$ cat config.mk
export PLATFORM = sky130hd
export DESIGN_NAME = servo_step_profile_generator
export DESIGN_NICKNAME = d
export VERILOG_FILES = /design/src/rtl/ssp_pkg.sv /design/src/rtl/ssp_ctrl.sv /design/src/rtl/ssp_datapath.sv /design/src/rtl/servo_step_profile_generator.sv
export SDC_FILE = /design/constraint.sdc
export NUM_CORES = 1
export LEC_CHECK = 0
export BUFFER_PORTS_ARGS = -buffer_cell sky130_fd_sc_hd__buf_2
export CAP_MARGIN = 10
export CORE_ASPECT_RATIO = 0.7
export CORE_UTILIZATION = 30
export DETAILED_ROUTE_END_ITERATION = 16
export PLACE_DENSITY = 0.46
export SYNTH_ARGS = -nofsm -noshare
export SYNTH_HDL_FRONTEND = slang
export SYNTH_SLANG_ARGS = --single-unit
$ cat constraint.sdc
create_clock -name clk -period 16.7 [get_ports clk]
set_input_delay 2.505 -clock clk [delete_from_list [all_inputs] [get_ports clk]]
set_output_delay 2.505 -clock clk [all_outputs]
set_load 0.02 [all_outputs]
$ cat src/rtl/ssp_pkg.sv
// types and constants of the servo step profile generator
`timescale 1ns / 1ps

package ssp_pkg;

  // field widths
  localparam int ANGLE_W     = 8;
  localparam int HOLD_W      = 14;
  localparam int PULSE_W     = 11;
  localparam int IN_TDATA_W  = 24;
  localparam int OUT_TDATA_W = 40;

  // move shaping
  localparam int STEP_DEG    = 10;
  localparam int MAX_RESULTS = 18;
  localparam int MIN_HOLD_MS = 10;
  localparam int ANGLE_LIMIT = 90;
  localparam int PULSE_BASE  = 1000;
  localparam int CNT_W       = $clog2(MAX_RESULTS);

  // divide by the step size: multiply by a rounded-up reciprocal
  localparam int DIV_SHIFT   = 16;
  localparam int STEP_RECIP  = (2**DIV_SHIFT + STEP_DEG - 1) / STEP_DEG;
  localparam int DIV_PROD_W  = ANGLE_W + DIV_SHIFT + 1;

  // 50/9 scaling of the shifted angle as one constant multiply
  localparam int PULSE_SHIFT  = 16;
  localparam int PULSE_RECIP  = (50 * 2**PULSE_SHIFT + 8) / 9;
  localparam int PULSE_PROD_W = ANGLE_W + $clog2(PULSE_RECIP + 1);

  // controller to datapath
  typedef struct packed {
    logic load;
    logic calc;
    logic step;
  } ssp_cmd_t;

  // datapath to controller
  typedef struct packed {
    logic no_move;
    logic final_step;
    logic can_emit;
  } ssp_stat_t;

endpackage

$ cat src/rtl/ssp_ctrl.sv
// sequencing state machine of the servo step profile generator
`timescale 1ns / 1ps

module ssp_ctrl (
  input  logic             clk,
  input  logic             rst_n,
  input  logic             in_tvalid,
  output logic             in_tready,
  input  ssp_pkg::ssp_stat_t stat,
  output ssp_pkg::ssp_cmd_t  cmd
);
  import ssp_pkg::*;

  typedef enum logic [2:0] {
    ST_IDLE = 3'b001,
    ST_CALC = 3'b010,
    ST_EMIT = 3'b100
  } state_t;

  state_t state_r, state_nxt;

  // handshake and commands
  assign in_tready = (state_r == ST_IDLE);
  assign cmd.load  = in_tvalid && in_tready;
  assign cmd.calc  = (state_r == ST_CALC);
  assign cmd.step  = (state_r == ST_EMIT) && stat.can_emit;

  // next state
  always_comb begin
    state_nxt = state_r;
    unique case (state_r)
      ST_IDLE: begin
        if (cmd.load) state_nxt = ST_CALC;
      end
      ST_CALC: begin
        state_nxt = stat.no_move ? ST_IDLE : ST_EMIT;
      end
      ST_EMIT: begin
        if (cmd.step && stat.final_step) state_nxt = ST_IDLE;
      end
      default: state_nxt = ST_IDLE;
    endcase
  end

  // state register
  always_ff @(posedge clk) begin
    if (!rst_n) begin
      state_r <= ST_IDLE;
    end else begin
      state_r <= state_nxt;
    end
  end

endmodule

$ cat src/rtl/ssp_datapath.sv
// angle, step count and pulse width datapath with the result register
`timescale 1ns / 1ps

module ssp_datapath (
  input  logic                                clk,
  input  logic                                rst_n,
  input  ssp_pkg::ssp_cmd_t                   cmd,
  output ssp_pkg::ssp_stat_t                  stat,
  input  logic [ssp_pkg::IN_TDATA_W-1:0]      in_tdata,
  input  logic                                cfg_we,
  input  logic                                cfg_data,
  output logic                                out_tvalid,
  input  logic                                out_tready,
  output logic [ssp_pkg::OUT_TDATA_W-1:0]     out_tdata,
  output logic                                out_tlast
);
  import ssp_pkg::*;

  logic                      invert_r;
  logic signed [ANGLE_W-1:0] cur_r;
  logic signed [ANGLE_W-1:0] target_r;
  logic [HOLD_W-1:0]         hold_r;
  logic signed [ANGLE_W-1:0] pos_r;
  logic                      neg_r;
  logic [CNT_W-1:0]          cnt_r;

  logic                      out_valid_r;
  logic [PULSE_W-1:0]        out_pulse_r;
  logic [HOLD_W-1:0]         out_hold_r;
  logic signed [ANGLE_W-1:0] out_pos_r;
  logic                      out_last_r;

  logic signed [ANGLE_W-1:0] raw_deg;
  logic signed [ANGLE_W-1:0] sat_deg;
  logic [HOLD_W-1:0]         raw_hold;
  logic [HOLD_W-1:0]         sat_hold;

  logic signed [ANGLE_W:0]   delta;
  logic [ANGLE_W:0]          mag;
  logic [DIV_PROD_W-1:0]     div_prod;
  logic [ANGLE_W-1:0]        n_steps;
  logic [ANGLE_W-1:0]        n_inter;

  logic signed [ANGLE_W-1:0] step_pos;
  logic signed [ANGLE_W-1:0] emit_pos;
  logic signed [ANGLE_W:0]   d_ext;
  logic signed [ANGLE_W:0]   d_lim;
  logic [ANGLE_W-1:0]        d_off;
  logic [PULSE_PROD_W-1:0]   pulse_prod;
  logic [PULSE_W-1:0]        pulse;

  // input saturation
  assign raw_deg  = in_tdata[ANGLE_W-1:0];
  assign raw_hold = in_tdata[ANGLE_W +: HOLD_W];
  always_comb begin
    if (raw_deg > ANGLE_W'(ANGLE_LIMIT)) begin
      sat_deg = ANGLE_W'(ANGLE_LIMIT);
    end else if (raw_deg < -ANGLE_W'(ANGLE_LIMIT)) begin
      sat_deg = -ANGLE_W'(ANGLE_LIMIT);
    end else begin
      sat_deg = raw_deg;
    end
    sat_hold = (raw_hold < HOLD_W'(MIN_HOLD_MS)) ? HOLD_W'(MIN_HOLD_MS) : raw_hold;
  end

  // distance to target and step count
  always_comb begin
    delta    = {target_r[ANGLE_W-1], target_r} - {cur_r[ANGLE_W-1], cur_r};
    mag      = delta[ANGLE_W] ? -delta : delta;
    div_prod = DIV_PROD_W'(mag) * DIV_PROD_W'(STEP_RECIP);
    n_steps  = div_prod[DIV_SHIFT +: ANGLE_W];
    n_inter  = n_steps - ANGLE_W'(1);
    if (n_inter > ANGLE_W'(MAX_RESULTS - 1)) n_inter = ANGLE_W'(MAX_RESULTS - 1);
  end

  // position of the step being issued
  assign step_pos = neg_r ? (pos_r - ANGLE_W'(STEP_DEG)) : (pos_r + ANGLE_W'(STEP_DEG));
  assign emit_pos = (cnt_r == '0) ? target_r : step_pos;

  // pulse width: optional negate, clamp, offset, scale by 50/9
  always_comb begin
    d_ext = {emit_pos[ANGLE_W-1], emit_pos};
    d_lim = invert_r ? -d_ext : d_ext;
    if (d_lim > (ANGLE_W+1)'(ANGLE_LIMIT)) begin
      d_lim = (ANGLE_W+1)'(ANGLE_LIMIT);
    end else if (d_lim < -(ANGLE_W+1)'(ANGLE_LIMIT)) begin
      d_lim = -(ANGLE_W+1)'(ANGLE_LIMIT);
    end
    d_off      = ANGLE_W'(d_lim + (ANGLE_W+1)'(ANGLE_LIMIT));
    pulse_prod = PULSE_PROD_W'(d_off) * PULSE_PROD_W'(PULSE_RECIP);
    pulse      = PULSE_W'(PULSE_BASE) + PULSE_W'(pulse_prod >> PULSE_SHIFT);
  end

  // status back to the controller
  assign stat.no_move    = (n_steps == '0);
  assign stat.final_step = (cnt_r == '0);
  assign stat.can_emit   = !out_valid_r || out_tready;

  // control state: invert, current angle, result valid
  always_ff @(posedge clk) begin
    if (!rst_n) begin
      invert_r    <= 1'b0;
      cur_r       <= '0;
      out_valid_r <= 1'b0;
    end else begin
      if (cfg_we) invert_r <= cfg_data;
      if (cmd.step && (cnt_r == '0)) cur_r <= target_r;
      if (cmd.step) begin
        out_valid_r <= 1'b1;
      end else if (out_tready) begin
        out_valid_r <= 1'b0;
      end
    end
  end

  // move registers
  always_ff @(posedge clk) begin
    if (cmd.load) begin
      target_r <= sat_deg;
      hold_r   <= sat_hold;
    end
    if (cmd.calc) begin
      pos_r <= cur_r;
      neg_r <= delta[ANGLE_W];
      cnt_r <= CNT_W'(n_inter);
    end else if (cmd.step && (cnt_r != '0)) begin
      pos_r <= step_pos;
      cnt_r <= cnt_r - CNT_W'(1);
    end
  end

  // result beat register
  always_ff @(posedge clk) begin
    if (cmd.step) begin
      out_pulse_r <= pulse;
      out_hold_r  <= hold_r;
      out_pos_r   <= emit_pos;
      out_last_r  <= (cnt_r == '0);
    end
  end

  assign out_tvalid = out_valid_r;
  assign out_tlast  = out_last_r;
  assign out_tdata  = OUT_TDATA_W'({out_pos_r, out_hold_r, out_pulse_r});

endmodule

$ cat src/rtl/servo_step_profile_generator.sv
// Servo step profile generator: walks the servo angle toward each target in fixed steps.
// An accepted beat is loaded, then counted, then issued as its first result beat; an issue waits
// while the result register holds a stalled beat. Throughput: one result beat per cycle while out_tready
// is high; the input stays closed until an item's last result (at most 18) is issued or it causes none.
// Reset (rst_n low, synchronous): controller to idle, current angle 0, invert 0, no result.
`timescale 1ns / 1ps

module servo_step_profile_generator (
  input  logic                            clk,
  input  logic                            rst_n,
  input  logic                            in_tvalid,
  output logic                            in_tready,
  // [7:0] target_deg, [21:8] step_hold_ms, [23:22] zero
  input  logic [ssp_pkg::IN_TDATA_W-1:0]  in_tdata,
  output logic                            out_tvalid,
  input  logic                            out_tready,
  // [10:0] pulse_us, [24:11] hold_ms, [32:25] position_deg, [39:33] zero
  output logic [ssp_pkg::OUT_TDATA_W-1:0] out_tdata,
  output logic                            out_tlast,
  input  logic                            cfg_valid,
  output logic                            cfg_ready,
  input  logic                            cfg_data
);
  import ssp_pkg::*;

  ssp_cmd_t  cmd;
  ssp_stat_t stat;

  // the invert register takes a write in any cycle
  assign cfg_ready = 1'b1;

  // sequencing
  ssp_ctrl u_ctrl (
    .clk       (clk),
    .rst_n     (rst_n),
    .in_tvalid (in_tvalid),
    .in_tready (in_tready),
    .stat      (stat),
    .cmd       (cmd)
  );

  // arithmetic and result register
  ssp_datapath u_datapath (
    .clk        (clk),
    .rst_n      (rst_n),
    .cmd        (cmd),
    .stat       (stat),
    .in_tdata   (in_tdata),
    .cfg_we     (cfg_valid && cfg_ready),
    .cfg_data   (cfg_data),
    .out_tvalid (out_tvalid),
    .out_tready (out_tready),
    .out_tdata  (out_tdata),
    .out_tlast  (out_tlast)
  );

endmodule

==> Yosys cells after proc, flatten, opt, wreduce, memory -nomap -nowiden <==
Cells that the tools add are included.
{ "word_totals": {"reg_bits": 83, "input_bits": 30, "output_inout_bits": 44, "elab_cells": 67} }
{ "classes": {"n_eq_ne": 5, "mux": 18, "multipliers": 2, "order_cmp": 6, "n_reduce_logical": 13, "addsub": 9} }
{ "ops": {"columns": ["cell", "n"], "rows": [
  ["two-way mux 8 bit", 7],
  ["multiplier 8 x 19 -> 27 bit, second input constant", 1],
  ["multiplier 9 x 12 -> 21 bit, second input constant", 1],
  ["two-way mux 9 bit", 2],
  ["two-way mux 5 bit", 3],
  ["< comparator 14 x 4 -> 1 bit, second input constant", 1],
  ["adder 10 x 11 -> 11 bit, first input constant", 1],
  ["> comparator 9 x 8 -> 1 bit, second input constant", 1],
  ["< comparator 9 x 8 -> 1 bit, second input constant", 1],
  ["two-way mux 3 bit", 3],
  ["negation 8 -> 9 bit", 1],
  ["negation 9 bit", 1],
  ["one-hot mux 3 bit (3 select lines)", 1],
  ["subtractor 8 x 8 -> 9 bit", 1],
  ["adder 8 x 5 -> 8 bit, second input constant", 1],
  ["adder 8 bit, second input constant", 1],
  ["> comparator 8 x 5 -> 1 bit, second input constant", 1],
  ["> comparator 8 bit, second input constant", 1],
  ["logical NOT 8 bit", 1],
  ["< comparator 8 bit, second input constant", 1],
  ["subtractor 8 x 5 -> 8 bit, second input constant", 1],
  ["subtractor 6 x 1 -> 7 bit, second input constant", 1],
  ["logical NOT 5 bit", 1],
  ["nonzero test 5 bit", 1],
  ["12 further kinds", 18]
]} }

==> Longest topological paths before layout <==
Gate-level depths: netlist of run 1.
{ "depth": {"ltp_word": 11, "ltp_mapped": 45, "mapped_depth_nobuf": 43} }

==> Cells and area by module <==
Synthesis of run 1 repeated with hierarchy kept, for this count alone.
{ "unflattened": {"cells_unflattened": 907, "area_unflattened_um2": 8659.6} }
{ "modules_own_cells": {"columns": ["mod", "cells_each", "area_each_um2", "instances", "seq_area_each_um2"], "rows": [
  ["ssp_datapath", 890, 8483.1, 1, 2302.2],
  ["ssp_ctrl", 15, 165.2, 1, 60.1],
  ["servo_step_profile_generator", 2, 11.3, 1, 0.0]
]} }

==> Least setup slack after synthesis of run 1 <==
OpenSTA, ideal clock, no wires.
{ "synth_path": {"path_kind": "reg-to-reg", "start": "register u_datapath.cnt_r[0]", "end": "register u_datapath.out_pulse_r[10], data pin", "path_buffers": 2, "arrival_time_ns": 8.708, "path_stages_with_launch": 41, "setup_slack_ns": 7.733, "cell_sequence": "edfxtp_1 inv_1 ha_1 or4b_1 buf_4 clkbuf_1 nor2_1 a21o_1 inv_1 ha_1 o21a_1 or3_1 and2_1 a31o_1 a21oi_4 nor2_1 or3_1 ha_1 (+5 left out) ha_1 inv_1 fa_1 inv_1 fa_1 ha_1 a21oi_1 o21ai_0 a21o_1 a21oi_1 nand2b_1 nor2_1 a211oi_2 or3_1 a22o_1 or4_1 o211ai_1 xnor2_1"} }
{ "synth_via": {"elab_chain_cells": 10} }
{ "synth_lines": {"columns": ["element", "line_no", "rtl"], "rows": [
  ["from (decl)", "ssp_datapath.sv:25", "logic [CNT_W-1:0] cnt_r;"],
  ["from (signal assigned)", "ssp_datapath.sv:125", "cnt_r <= CNT_W'(n_inter);"],
  ["from (signal assigned)", "ssp_datapath.sv:128", "cnt_r <= cnt_r - CNT_W'(1);"],
  ["logical NOT 5 bit (*)", "ssp_datapath.sv:78", "assign emit_pos = (cnt_r == '0) ? target_r : step_pos;"],
  ["two-way mux 8 bit (*)", "ssp_datapath.sv:78", null],
  ["named net u_datapath.emit_pos[0]", "ssp_datapath.sv:45", "logic signed [ANGLE_W-1:0] emit_pos;"],
  ["negation 8 -> 9 bit", "ssp_datapath.sv:83", "d_lim = invert_r ? -d_ext : d_ext;"],
  ["two-way mux 9 bit (*)", "ssp_datapath.sv:83", null],
  ["< comparator 9 x 8 -> 1 bit", "ssp_datapath.sv:86", "end else if (d_lim < -(ANGLE_W+1)'(ANGLE_LIMIT)) begin"],
  ["two-way mux 8 bit", "ssp_datapath.sv:86", null],
  ["two-way mux 8 bit (*)", "ssp_datapath.sv:84", "if (d_lim > (ANGLE_W+1)'(ANGLE_LIMIT)) begin"],
  ["adder 8 bit (*)", "ssp_datapath.sv:89", "d_off = ANGLE_W'(d_lim + (ANGLE_W+1)'(ANGLE_LIMIT));"],
  ["multiplier 8 x 19 -> 27 bit (*)", "ssp_datapath.sv:90", "pulse_prod = PULSE_PROD_W'(d_off) * PULSE_PROD_W'(PULSE_RECIP);"],
  ["adder 10 x 11 -> 11 bit (*)", "ssp_datapath.sv:91", "pulse = PULSE_W'(PULSE_BASE) + PULSE_W'(pulse_prod >> PULSE_SHIFT);"],
  ["named net u_datapath.pulse[10]", "ssp_datapath.sv:50", "logic [PULSE_W-1:0] pulse;"],
  ["to (signal assigned)", "ssp_datapath.sv:135", "out_pulse_r <= pulse;"],
  ["to (decl)", "ssp_datapath.sv:28", "logic [PULSE_W-1:0] out_pulse_r;"]
]} }
The timed path passes the listed nets; every way through them passes the cells marked *.
A chain may end at the register's enable or synchronous reset.

==> Worst setup path after layout of run 1 <==
{ "layout_path": {"start": "register u_datapath.cnt_r[0]", "end": "register u_datapath.out_pulse_r[10], data pin"} }
{ "layout_via": {"elab_chain_cells": 10} }
{ "layout_lines": {"columns": ["element", "line_no"], "rows": [
  ["logical NOT 5 bit (*)", "ssp_datapath.sv:78"],
  ["two-way mux 8 bit (*)", "ssp_datapath.sv:78"],
  ["negation 8 -> 9 bit", "ssp_datapath.sv:83"],
  ["two-way mux 9 bit (*)", "ssp_datapath.sv:83"],
  ["< comparator 9 x 8 -> 1 bit", "ssp_datapath.sv:86"],
  ["two-way mux 8 bit", "ssp_datapath.sv:86"],
  ["two-way mux 8 bit (*)", "ssp_datapath.sv:84"],
  ["adder 8 bit (*)", "ssp_datapath.sv:89"],
  ["multiplier 8 x 19 -> 27 bit (*)", "ssp_datapath.sv:90"],
  ["adder 10 x 11 -> 11 bit (*)", "ssp_datapath.sv:91"],
  ["named net u_datapath.pulse[10]", "ssp_datapath.sv:50"]
]} }
Marked as above.

==> results.json, run 1 <==
{
  "status": "completed",
  "slowest_stage": "or4b_1",
  "cts-buffers-inserted": 9,
  "postSynthCellCount": 831,
  "hold_start": "u_datapath.hold_r[3]$_SDFFCE_PN1P_",
  "final_nets": 1091,
  "synth_ff_type": "edfxtp_1",
  "drt_pass1_iterations": 5,
  "post_cts_buffers": 0,
  "drv_slew": 0,
  "hold_depth": 0,
  "grt_max_degree": 37,
  "drc": 0,
  "reg2regPathDepth": 36,
  "grt_pass1_vias": 5662,
  "crit_required_ns": 16.81,
  "syn_area_sq_um": 8270,
  "cts_tree": "done",
  "holdWs_ns": 0.424,
  "clockBufferDepth": 2,
  "max_stage_delay_ns": 0.79,
  "holdPathEnd": "u_datapath.out_hold_r[3]$_DFFE_PP_",
  "vias": 5823,
  "regToRegEndpoint": "u_datapath.out_pulse_r[10]$_DFFE_PP_",
  "synth_top_area_share_pct": 25.4,
  "tightest_slew_ns": 1.08,
  "synth_seq_cells": 83,
  "final_cell_area_sq_um": 9250,
  "rows": 50,
  "io_pins": 74,
  "die_w_um": 200,
  "rsz0062_at_grt": "no",
  "track_usage_pct": 14.0,
  "dieArea_sq_um": 28300,
  "r2r_slack_ns": 6.17,
  "yosysWarnings": 0,
  "clock_latency_ns": 0.36,
  "syn_avg_cell_area_sq_um": 9.96,
  "path_max_fanout": 16,
  "io_buffer_count": 63,
  "arrival_ns": 10.64,
  "grt_pass1_wl_um": 31100,
  "postCtsHoldBufs": 0,
  "start_kind": "register",
  "ys_seq_area_share_pct": 28.6,
  "via_per_inst": 4.64,
  "drt_iter0_drc": 356,
  "cts_resized": 0,
  "clock-sinks": 83,
  "hold_path_class": "register to register",
  "crit_buf_inv": 6,
  "r2r_start": "u_datapath.cnt_r[0]$_DFFE_PP_",
  "wl_um": 19000,
  "fin_crit_ns": 10.53,
  "cts.htree.levels": 3,
  "grt-ovfl-total": 0,
  "ys_top_cells_by_area": "edfxtp_1, ha_1, fa_1, inv_1, xnor2_1",
  "placed_area_sq_um": 8940,
  "ys_types": 81,
  "place_congestion": 0.835,
  "drive_above_1_share_pct": 12.5,
  "synth_edf_count": 70,
  "start_util_pct": 30.8,
  "cts-root-buf": "clkbuf_16",
  "maxCapViolCount": 0,
  "setup_ws_ns": 6.17,
  "core_sq_um": 26900,
  "crit_type": "register to register",
  "dp_hpwl_um": 15600,
  "path_clk_slew_ns": 0.07,
  "fmax_ghz": 0.0950,
  "grt_antenna_before_repair": 1,
  "min_period_over_period_pct": 63.1,
  "die_y_um": 141,
  "areaGrowthSynthToFinish_pct": 11.8,
  "place_ws_ns": 6.25,
  "n_antenna_cell": 0,
  "yosysTopAreaCell": "edfxtp_1",
  "slew_headroom_pct": 27.7,
  "clock_skew_ns": 0.0139,
  "hold_viol": 0,
  "critPathCaptureType": "register",
  "tns_ns": 0,
  "wl_per_cell_um": 15.1,
  "cp_top_family": "compound AO/OA/AOI/OAI gates",
  "async_flop_share_pct": 0,
  "setup_viol": 0,
  "ant_nets": 0
}
[sequential cells by signal (all words and copies together) (netlist names)]
name,flops
u_datapath.pos_r,8
u_datapath.out_pulse_r,11
u_datapath.out_tlast,1
u_datapath.neg_r,1
u_datapath.out_hold_r,14
u_datapath.out_tvalid,1
u_ctrl.state_r,3
u_datapath.out_pos_r,8
u_datapath.cur_r,8
u_datapath.hold_r,14
u_datapath.cnt_r,5
u_datapath.invert_r,1
u_datapath.target_r,8
[per-layer routing]
metal  global-route usage (%)  vias up  share of wire (%)
met3                     3.74       10                5.6
met2                     17.3      111                 35
li1                         -     2954                  -
met4                     2.45        0               0.61
met5                        0        -                  0
met1                     23.2     2748                 59
[synth_stat cells, drive strengths merged (7+ instances only)]
cell type and instances:
a21oi 30, nand2b 7, dfxtp 13, clkbuf 16, mux2i 13, a31oi 9
nor3 14, nor2b 16, ha 128, fa 47, nand4 9, xor2 15
inv 150, buf 11, nor2 41, and2 11, a21o 24, or3 7
edfxtp 70, xnor2 37, nand2 36, o21ai 26
[per-stage QoR]
| step | utilization [%] | cells |
|---|---|---|
| floorplan | - | 837 |
| global placement | 33.2 | 1239 |
| detailed placement | 33.2 | 1239 |
| CTS | 34.4 | 1255 |
| global route | 34.4 | 1255 |
| finish | 34.4 | 1255 |
[cell type report]
cell class / count / area (sq um)
Fill cell: 2798 / 17700
Multi-Input combinational cell: 576 / 5230
Sequential cell: 83 / 2360
Inverter: 151 / 569
Tap cell: 364 / 455
Timing Repair Buffer: 65 / 330
Clock buffer: 9 / 225
Clock inverter: 7 / 81.3
[logic make-up after synthesis]
kind of cell | count (synthesis) | share of synthesized area, %
muxes | 15 | 1.89
xor gates and xnor gates | 52 | 5.69
buffers and inverters | 178 | 8.65
adders and majority gates | 175 | 30.7
AOI/OAI and AO/OA | 150 | 13.2
and+or+nand+nor | 176 | 11.2
DFF | 83 | 28.6
other | 2 | 0.0908
[worst max-delay path by stage]
stage | slack (ns) | endpoint | start | cells after the start
after floorplan | 7.73 | u_datapath.out_pulse_r[10]$_DFFE_PP_ | u_datapath.cnt_r[0]$_DFFE_PP_ | 40
after global placement | 6.27 | u_datapath.out_pulse_r[10]$_DFFE_PP_ | u_datapath.cnt_r[0]$_DFFE_PP_ | 36
after detailed placement | 6.25 | u_datapath.out_pulse_r[10]$_DFFE_PP_ | u_datapath.cnt_r[0]$_DFFE_PP_ | 36
after CTS | 6.22 | u_datapath.out_pulse_r[10]$_DFFE_PP_ | u_datapath.cnt_r[0]$_DFFE_PP_ | 36
after global routing | 5.33 | u_datapath.out_pulse_r[10]$_DFFE_PP_ | u_datapath.cnt_r[0]$_DFFE_PP_ | 36
final | 6.17 | u_datapath.out_pulse_r[10]$_DFFE_PP_ | u_datapath.cnt_r[0]$_DFFE_PP_ | 36
[placed cells by master, fill, tap and decap left out, drive strengths merged, types with 7 or more instances in the layout]
cell type	count
xnor2	37
fa	47
or3	7
dfxtp	13
a31oi	9
a21oi	30
and2	11
xor2	15
nor2b	16
nor3	14
nand4	9
conb	8
edfxtp	70
ha	128
o21ai	26
nand2b	7
a21o	24
clkbuf	9
inv	153
mux2i	13
nand2	36
buf	65
nor2	41
Power of run 1 is left out: the tool's default activity adds up to more than one toggle a clock period on the data nets, which glitch-free logic cannot reach.
==> run 2, diff against run 1 <==
Settings changed: ABC_AREA set to 1, PLACE_DENSITY 0.46 to 0.47.
Clock period 16.7 ns to 8.87 ns, I/O delays scaled along.
==> run 2 against run 1 <==
Compared with the run above:
- final cell count rose by 17%
- critical path type unchanged
- non-clock buffer count rose by 5
- worst setup slack got worse by 5.5 ns
- hold slack got worse by 0.0032 ns
- global-route usage rose by 0.77 points
- sequential share of layout area fell by 0.89 points
- clock skew fell by 0.0019 ns
- register-to-register slack got worse by 5.5 ns
- first-iteration DRC count fell by 2.2%
==> results.json, run 2 <==
{
  "status": "completed",
  "wl_per_cell_um": 13.8,
  "min_period_over_period_pct": 92.6,
  "core_sq_um": 27900,
  "crit_required_ns": 8.98,
  "path_clk_slew_ns": 0.08,
  "max_stage_delay_ns": 0.62,
  "rsz0062_at_grt": "no",
  "fmax_ghz": 0.122,
  "placed_area_sq_um": 9280,
  "drive_above_1_share_pct": 12.9,
  "wl_um": 20300,
  "reg_top3": "u_datapath.hold_r: 14 flops, u_datapath.out_hold_r: 14 flops, u_datapath.out_pulse_r: 11 flops",
  "final_cell_mix": "inv_1, nand2_1, ha_1",
  "post_cts_buffers": 0,
  "critPathCaptureType": "register",
  "crit_type": "register to register",
  "die_w_um": 204,
  "postSynthCellCount": 1028,
  "final_nets": 1297,
  "cts-root-buf": "clkbuf_16",
  "synth_top_area_share_pct": 24.6,
  "clock-sinks": 83,
  "maxCapViolCount": 0,
  "synthTopCellsByCount": "inv_1, nand2_1, ha_1",
  "critPathLaunch": "u_datapath.cnt_r[0]$_DFFE_PP_",
  "synth_ff_type": "edfxtp_1",
  "slowest_stage": "fa_1",
  "yosysWarnings": 0,
  "clockBufferDepth": 2,
  "tns_ns": 0,
  "drt_pass1_iterations": 6,
  "grt_pass1_vias": 6215,
  "start_kind": "register",
  "slew_headroom_pct": 59.1,
  "final_cell_area_sq_um": 9580,
  "cts_tree": "done",
  "synth_seq_cells": 83,
  "track_usage_pct": 14.8,
  "fin_util_pct": 34.4,
  "tightest_slew_ns": 0.609,
  "syn_avg_cell_area_sq_um": 8.31,
  "syn_area_sq_um": 8540,
  "grt_pass1_wl_um": 33300,
  "areaGrowthSynthToFinish_pct": 12.2,
  "hold_start": "u_datapath.hold_r[4]$_SDFFCE_PN0P_",
  "grt_max_degree": 29,
  "start_util_pct": 30.6,
  "drv_slew": 0,
  "io_buffer_count": 63,
  "arrival_ns": 8.32,
  "drc": 0,
  "die_y_um": 143,
  "dp_hpwl_um": 17100,
  "synth_edf_count": 70,
  "synth_most_common_cell": "inv_1",
  "place_congestion": 0.873,
  "r2r_start": "u_datapath.cnt_r[0]$_DFFE_PP_",
  "vias": 6471,
  "rows": 51,
  "setup_viol": 0,
  "grt-ovfl-total": 0,
  "ys_types": 47,
  "clock_skew_ns": 0.0121,
  "yosysTopAreaCell": "edfxtp_1",
  "ant_nets": 0,
  "cts-buffers-inserted": 9,
  "grt_antenna_before_repair": 4,
  "io_pins": 74,
  "fin_crit_ns": 8.21,
  "cts.htree.levels": 3,
  "via_per_inst": 4.40,
  "ys_seq_area_share_pct": 27.7,
  "crit_path_frequent_cell": "nand2_1",
  "drt_iter0_drc": 348,
  "async_flop_share_pct": 0,
  "final_common_cell": "inv_1",
  "path_max_fanout": 11,
  "ys_top_cells_by_area": "edfxtp_1, ha_1, fa_1, inv_1, nand2_1",
  "clock_latency_ns": 0.35,
  "hold_path_class": "register to register",
  "dieArea_sq_um": 29200,
  "hold_viol": 0
}
run 2: path summary, 6_finish.rpt:
| check | to | slack [ns] | cells after the start |
|---|---|---|---|
| worst max-delay path | u_datapath.out_pulse_r[10]$_DFFE_PP_ | 0.66 | 45 |
| worst min-delay path | u_datapath.out_hold_r[4]$_DFFE_PP_ | 0.42 | 0 |
| worst max register to register | u_datapath.out_pulse_r[10]$_DFFE_PP_ | 0.66 | 45 |
| worst min register to register | u_datapath.out_hold_r[4]$_DFFE_PP_ | 0.42 | 0 |
run 2: layer usage:
layer  vias to the layer above  track usage, %  wire, um
li1                       3433               -         -
met1                      2895            23.4     11500
met2                       130            19.4      7370
met3                         9            4.34      1290
met4                         4            2.02        76
met5                         -               0        27
run 2: final cells by class:
type	count	area (sq um)
antenna	2	5.00
clock buffer	9	225
clock inverter	7	68.8
fill	2938	18300
inverter	228	858
multi-input combinational	700	5230
sequential	83	2360
tap	371	464
timing repair buffer	70	368
run 2: what timing repair did:
item / 4_1_cts / 5_1_grt
gates resized for setup: 0 / 2
hold buffers: 0 / 0
setup endpoints to repair: 0 / 1
run 2: per-stage QoR:
stage                     hold WS (ns)  setup slack, ns  cells
after floorplan                  0.400             1.12   1034
after global placement           0.401            0.682   1452
after detailed placement         0.405            0.670   1452
after CTS                        0.420            0.619   1468
after global routing             0.428           0.0127   1468
final                            0.420            0.658   1470
run 2: worst max-delay path: cells and delay by family (launching register included):
kind	cells	cell delay [ns]
compound gates	6	1.31
flops	1	0.40
buf+inv	9	0.85
xor+xnor	1	0.08
fa+ha+maj	8	2.94
simple gates	21	2.38
run 2: cell families (layout without fill, tap and decap cells):
group,after synthesis,after routing,share of synthesized area [%]
AO/OA/AOI/OAI,132,132,8.48
XOR/XNOR,32,32,3.28
adder cells (fa/ha/maj),175,175,29.8
buffers and inverters,251,314,11.5
flip-flops,83,83,27.7
other,2,10,0.0879
AND/OR/NAND/NOR,353,353,19.2
Power of run 2 is left out for the same reason.
